**config.mk**
```make
export PLATFORM = sky130hd
export DESIGN_NAME = rcem_ctrl
export DESIGN_NICKNAME = d
export VERILOG_FILES = /design/src/rcem_pkg.sv /design/src/rcem_ctrl.sv
export SDC_FILE = /design/constraint.sdc
export NUM_CORES = 1
export LEC_CHECK = 0
export BUFFER_PORTS_ARGS = -buffer_cell sky130_fd_sc_hd__buf_2
export CORE_AREA = 2 2 41 43
export DETAILED_ROUTE_END_ITERATION = 8
export DIE_AREA = 0 0 43 45
export PLACE_DENSITY = 0.53
export SKIP_CTS_REPAIR_TIMING = 1
export SYNTH_ARGS = -nofsm -noshare
export SYNTH_HDL_FRONTEND = slang
export SYNTH_SLANG_ARGS = --single-unit
```
**constraint.sdc**
```tcl
create_clock -name clk -period 1.6 [get_ports clk]
set_input_delay 0.32 -clock clk [delete_from_list [all_inputs] [get_ports clk]]
set_output_delay 0.32 -clock clk [all_outputs]
set_load 0.1 [all_outputs]
```
**src/rcem_pkg.sv**
```systemverilog
// Shared types and constants for the Roberts cross edge magnitude core.
// Used by rcem_ctrl, rcem_datapath and the top level; no dependencies.
package rcem_pkg;

  localparam int DEF_MAX_WIDTH  = 1024;
  localparam int DEF_MAX_HEIGHT = 4096;

  localparam int PIXEL_W    = 8;
  localparam int OUT_ROW_W  = 12;
  localparam int OUT_COL_W  = 10;
  localparam int CFG_WIDTH_W  = 11;
  localparam int CFG_HEIGHT_W = 13;
  localparam int CFG_DATA_W   = 13;
  localparam int CFG_INDEX_W  = 1;

  localparam logic [CFG_WIDTH_W-1:0]  WIDTH_RESET  = CFG_WIDTH_W'(1024);
  localparam logic [CFG_HEIGHT_W-1:0] HEIGHT_RESET = CFG_HEIGHT_W'(1024);

  // register indexes
  localparam logic [CFG_INDEX_W-1:0] REG_IMAGE_WIDTH  = 1'b0;
  localparam logic [CFG_INDEX_W-1:0] REG_IMAGE_HEIGHT = 1'b1;

  // square root: sum of two 16-bit squares fits 17 bits, root fits 9 bits
  localparam int SUM_W      = 17;
  localparam int ROOT_STEPS = 9;
  localparam int STEP_CNT_W = $clog2(ROOT_STEPS);

  // pending result slots, emitted lowest first
  localparam int RES_MAG   = 0;
  localparam int RES_UPPER = 1;
  localparam int RES_CUR   = 2;
  localparam int RES_N     = 3;

  typedef enum logic [2:0] {
    ST_IDLE,
    ST_SQUARE,
    ST_SUM,
    ST_ROOT,
    ST_EMIT
  } state_t;

  typedef struct packed {
    logic accept;     // input word taken this edge
    logic square;     // line store data valid, form the squares
    logic sum_load;   // load the square root unit
    logic root_step;  // one root digit
    logic pop;        // output word taken this edge
  } cmd_t;

  typedef struct packed {
    logic any_pending;
    logic mag_pending;
    logic one_left;
  } status_t;

endpackage

```
**src/rcem_ctrl.sv**
```systemverilog
// Sequencer for the edge magnitude core: handshakes, root step count.
// Depends on rcem_pkg.
module rcem_ctrl import rcem_pkg::*; (
  input  logic    clk,
  input  logic    rst,
  input  logic    in_valid,
  output logic    in_ready,
  output logic    out_valid,
  input  logic    out_ready,
  input  status_t status,
  output cmd_t    cmd
);

  state_t state, state_next;
  logic [STEP_CNT_W-1:0] step_cnt, step_cnt_next;
  logic root_done;

  assign root_done = (step_cnt == STEP_CNT_W'(ROOT_STEPS - 1));

  always_ff @(posedge clk) begin
    if (rst) begin
      state    <= ST_IDLE;
      step_cnt <= '0;
    end else begin
      state    <= state_next;
      step_cnt <= step_cnt_next;
    end
  end

  always_comb begin
    state_next    = state;
    step_cnt_next = step_cnt;
    unique case (state)
      ST_IDLE: begin
        if (in_valid) state_next = ST_SQUARE;
      end
      ST_SQUARE: begin
        priority if (!status.any_pending) state_next = ST_IDLE;
        else if (status.mag_pending)      state_next = ST_SUM;
        else                              state_next = ST_EMIT;
      end
      ST_SUM: begin
        state_next    = ST_ROOT;
        step_cnt_next = '0;
      end
      ST_ROOT: begin
        if (root_done) state_next = ST_EMIT;
        else step_cnt_next = step_cnt + STEP_CNT_W'(1);
      end
      ST_EMIT: begin
        if (out_ready && status.one_left) state_next = ST_IDLE;
      end
      default: state_next = ST_IDLE;
    endcase
  end

  always_comb begin
    in_ready      = (state == ST_IDLE);
    out_valid     = (state == ST_EMIT);
    cmd.accept    = in_ready && in_valid;
    cmd.square    = (state == ST_SQUARE);
    cmd.sum_load  = (state == ST_SUM);
    cmd.root_step = (state == ST_ROOT);
    cmd.pop       = out_valid && out_ready;
  end

endmodule

```
==> flow_metrics.env <==
export IMPL_intPower_uw=340
export IMPL_slew_headroom_pct=83.3
export IMPL_area_growth_pct=57.3
export IMPL_required_ns=1.28
export IMPL_cts_sink_count=7
export IMPL_die_width_microns=43
export IMPL_clock_path_buffers=2
export IMPL_gp_congestion=0.662
export IMPL_slowest_delay_ns=0.37
export IMPL_yosys_warnings=0
export IMPL_synth_nets=68
export IMPL_dieArea_sq_um=1940
export IMPL_combinationalPowerShare_pct=32.4
export IMPL_path_class="reg2out"
export IMPL_cts_made_buffers=3
export IMPL_final_cell_mix="7 x buf_12, 6 x buf_2, 6 x buf_4"
export IMPL_finalCritPeriodShare_pct=95.3
export IMPL_final_cell_count_no_fill=95
export IMPL_cts_tree="done"
export IMPL_drtAntennaViolNets=0
export IMPL_fillers=136
export IMPL_cp_start_kind="flip-flop"
export IMPL_swShare_pct=34.5
export IMPL_max_freq_mhz=656
export IMPL_drv_slew=0
export IMPL_clk_pin_slew_ns=0.05
export IMPL_clockRootBuffer="clkbuf_4"
export IMPL_ys_types=33
export IMPL_synth_seq_cells=7
export IMPL_n_antenna_cell=0
export IMPL_grt_start_max_net_pins=12
export IMPL_min_delay_path_class="in2reg"
export IMPL_track_usage_pct=12.3
export IMPL_start_util_pct=34.0
export IMPL_status="completed"
export IMPL_synth_top_cell_area_share_pct=28.0
export IMPL_worst_slew_pin_slew_ns=0.250
export IMPL_postLayoutCoreUtil_pct=53.5
export IMPL_skew_ns=0.000156
export IMPL_ys_seq_area_share_pct=28.0
export IMPL_drive_gt1_share_pct=46.8
export IMPL_synth_area_leaders="dfxtp_1 28%, ha_1 5.0%, nand3b_4 4.0%"
export IMPL_regArea_sq_um=149
export IMPL_worst_path_max_fanout=6
export IMPL_powerDensity_nw_per_um2=659
export IMPL_grt_pass1_vias=446
export IMPL_synth_area_sq_um=500
export IMPL_yosys_area_top_type="dfxtp_1"
export IMPL_critPathTopFamily="simple AND/OR/NAND/NOR gates"
export IMPL_synthCells=59
export IMPL_dp_cells=89
export IMPL_layout_commonest_cell="buf_12"
export IMPL_wire_per_inst_microns=11.1
export IMPL_slowest_stage="dfxtp_4"
export IMPL_seqPwrFrac_pct=36.2
export IMPL_antenna_found_initial=0
export IMPL_core_sq_um=1470
export IMPL_dp_hpwl_microns=787
export IMPL_drt_wl_total_mm=1.05
export IMPL_io_pins=14
export IMPL_num_nets_final=89
export IMPL_avgViaCountPerCell=5.09
export IMPL_clockPowerShare_pct=31.3
export IMPL_period_minus_slack_ns=1.52
export IMPL_finalSetupViolations=0
export IMPL_rows=14
export IMPL_p_leak_uw=0.000305
export IMPL_worstPathArrival_ns=1.20
export IMPL_path_cells="nor3_4 -> and2_4 -> buf_12"
export IMPL_multi_input_area_sq_um=364
export IMPL_report_final_hold_viol_count=0
export IMPL_ir_drop_v=0.000332
export IMPL_drv_cap=0
export IMPL_avgSynthCellArea_sq_um=8.48
export IMPL_portBuffers=13
export IMPL_die_y_microns=45
export IMPL_clock_latency_ns=0.25
export IMPL_drtIter0Drc=6
export IMPL_vias=484
export IMPL_power_total_uw=519
export IMPL_cp_end_kind="primary output"
export IMPL_grt_pass1_wl_mm=1.77
export IMPL_firstDrtPassIters=3
export IMPL_whs_ns=0.328
export IMPL_htreeDepth=1
export IMPL_gr_total_overflow=0
export IMPL_rsz0062_at_grt="false"
export IMPL_worst_path_buf_inv=1
export IMPL_power_switching_uw=179
export IMPL_drc_errors=0
final timing paths:
| check | endpoint | startpoint | cells past startpoint | slack (ns) |
|---|---|---|---|---|
| worst min-delay path | state[0]$_SDFFE_PP0P_ | rst | 2 | 0.33 |
| worst max register to register | state[1]$_SDFFE_PP0P_ | step_cnt[0]$_SDFFE_PP0P_ | 5 | 0.27 |
| worst min register to register | step_cnt[1]$_SDFFE_PP0P_ | step_cnt[1]$_SDFFE_PP0P_ | 2 | 0.52 |
| worst max-delay path | cmd[4] | state[2]$_SDFFE_PP0P_ | 3 | 0.08 |
cells by family (layout without fill, tap and decap cells):
kind of cell / count (synthesis) / count (layout) / share of synthesized area, %
fa+ha+maj: 2 / 2 / 5.00
mux: 1 / 1 / 2.00
compound gates: 11 / 11 / 13.2
simple gates: 32 / 32 / 44.0
buf+inv: 6 / 26 / 7.75
flops: 7 / 7 / 28.0
power by group through the flow:
stage               clock network (uW)  logic, uW  registers (uW)
global placement                     0        167             195
global route                       182        175             189
CTS                                173        167             191
finish                             163        168             188
floorplan                            0        124             184
detailed placement                   0        167             195
synth_stat cells:
cell type / n
nand2_1: 5
nand2b_1: 1
nand3_1: 2
a311o_1: 1
and4b_1: 1
buf_6: 1
and2b_1: 1
a21oi_2: 1
a31oi_1: 2
nor2_1: 2
nor3_1: 1
dfxtp_1: 7
nor4_1: 1
o21ai_0: 2
or2_1: 1
nand4b_1: 1
nor2b_4: 1
inv_1: 2
and3_1: 1
o21ai_1: 2
and2_1: 3
buf_4: 2
buf_2: 1
and2b_2: 1
nor3b_1: 2
nor2b_1: 2
nor3b_2: 1
nand3b_4: 1
a21oi_1: 3
nand3b_1: 1
ha_1: 2
mux2i_1: 1
nand4_1: 3
sequential cells by signal, summed over array words and instances, names as in the netlist:
register	flops
state	3
step_cnt	4
stage by stage:
step	area, sq um	setup slack, ns	TNS [ns]
global route	787	0.0262	0
CTS	768	-0.105	-0.245
floorplan	559	-0.548	-1.27
finish	787	0.0751	0
global placement	742	0.179	0
detailed placement	742	0.177	0
worst reg2reg max path, cell delays in order, from the launching register on:
cell,delay (ns)
dfxtp_1,0.40
inv_1,0.08
ha_1,0.24
and4b_1,0.24
mux2i_1,0.12
nor3b_1,0.17
metal layers:
| layer | part of all wire [%] | track usage, % | vias to the layer above |
|---|---|---|---|
| met1 | 44 | 13.8 | 219 |
| met3 | 3.5 | 1.20 | 2 |
| met4 | 2.0 | 10.9 | 0 |
| met2 | 51 | 20.9 | 9 |
| met5 | 0 | 0 | - |
| li1 | - | - | 254 |
area by class of cell:
class	count	area share, %
multi-input combinational	46	46.3
timing repair buffer	20	28.0
sequential	7	18.9
clock buffer	4	3.34
tap	16	2.54
inverter	2	0.954
Note: power is estimated with default switching activity, not from simulation.
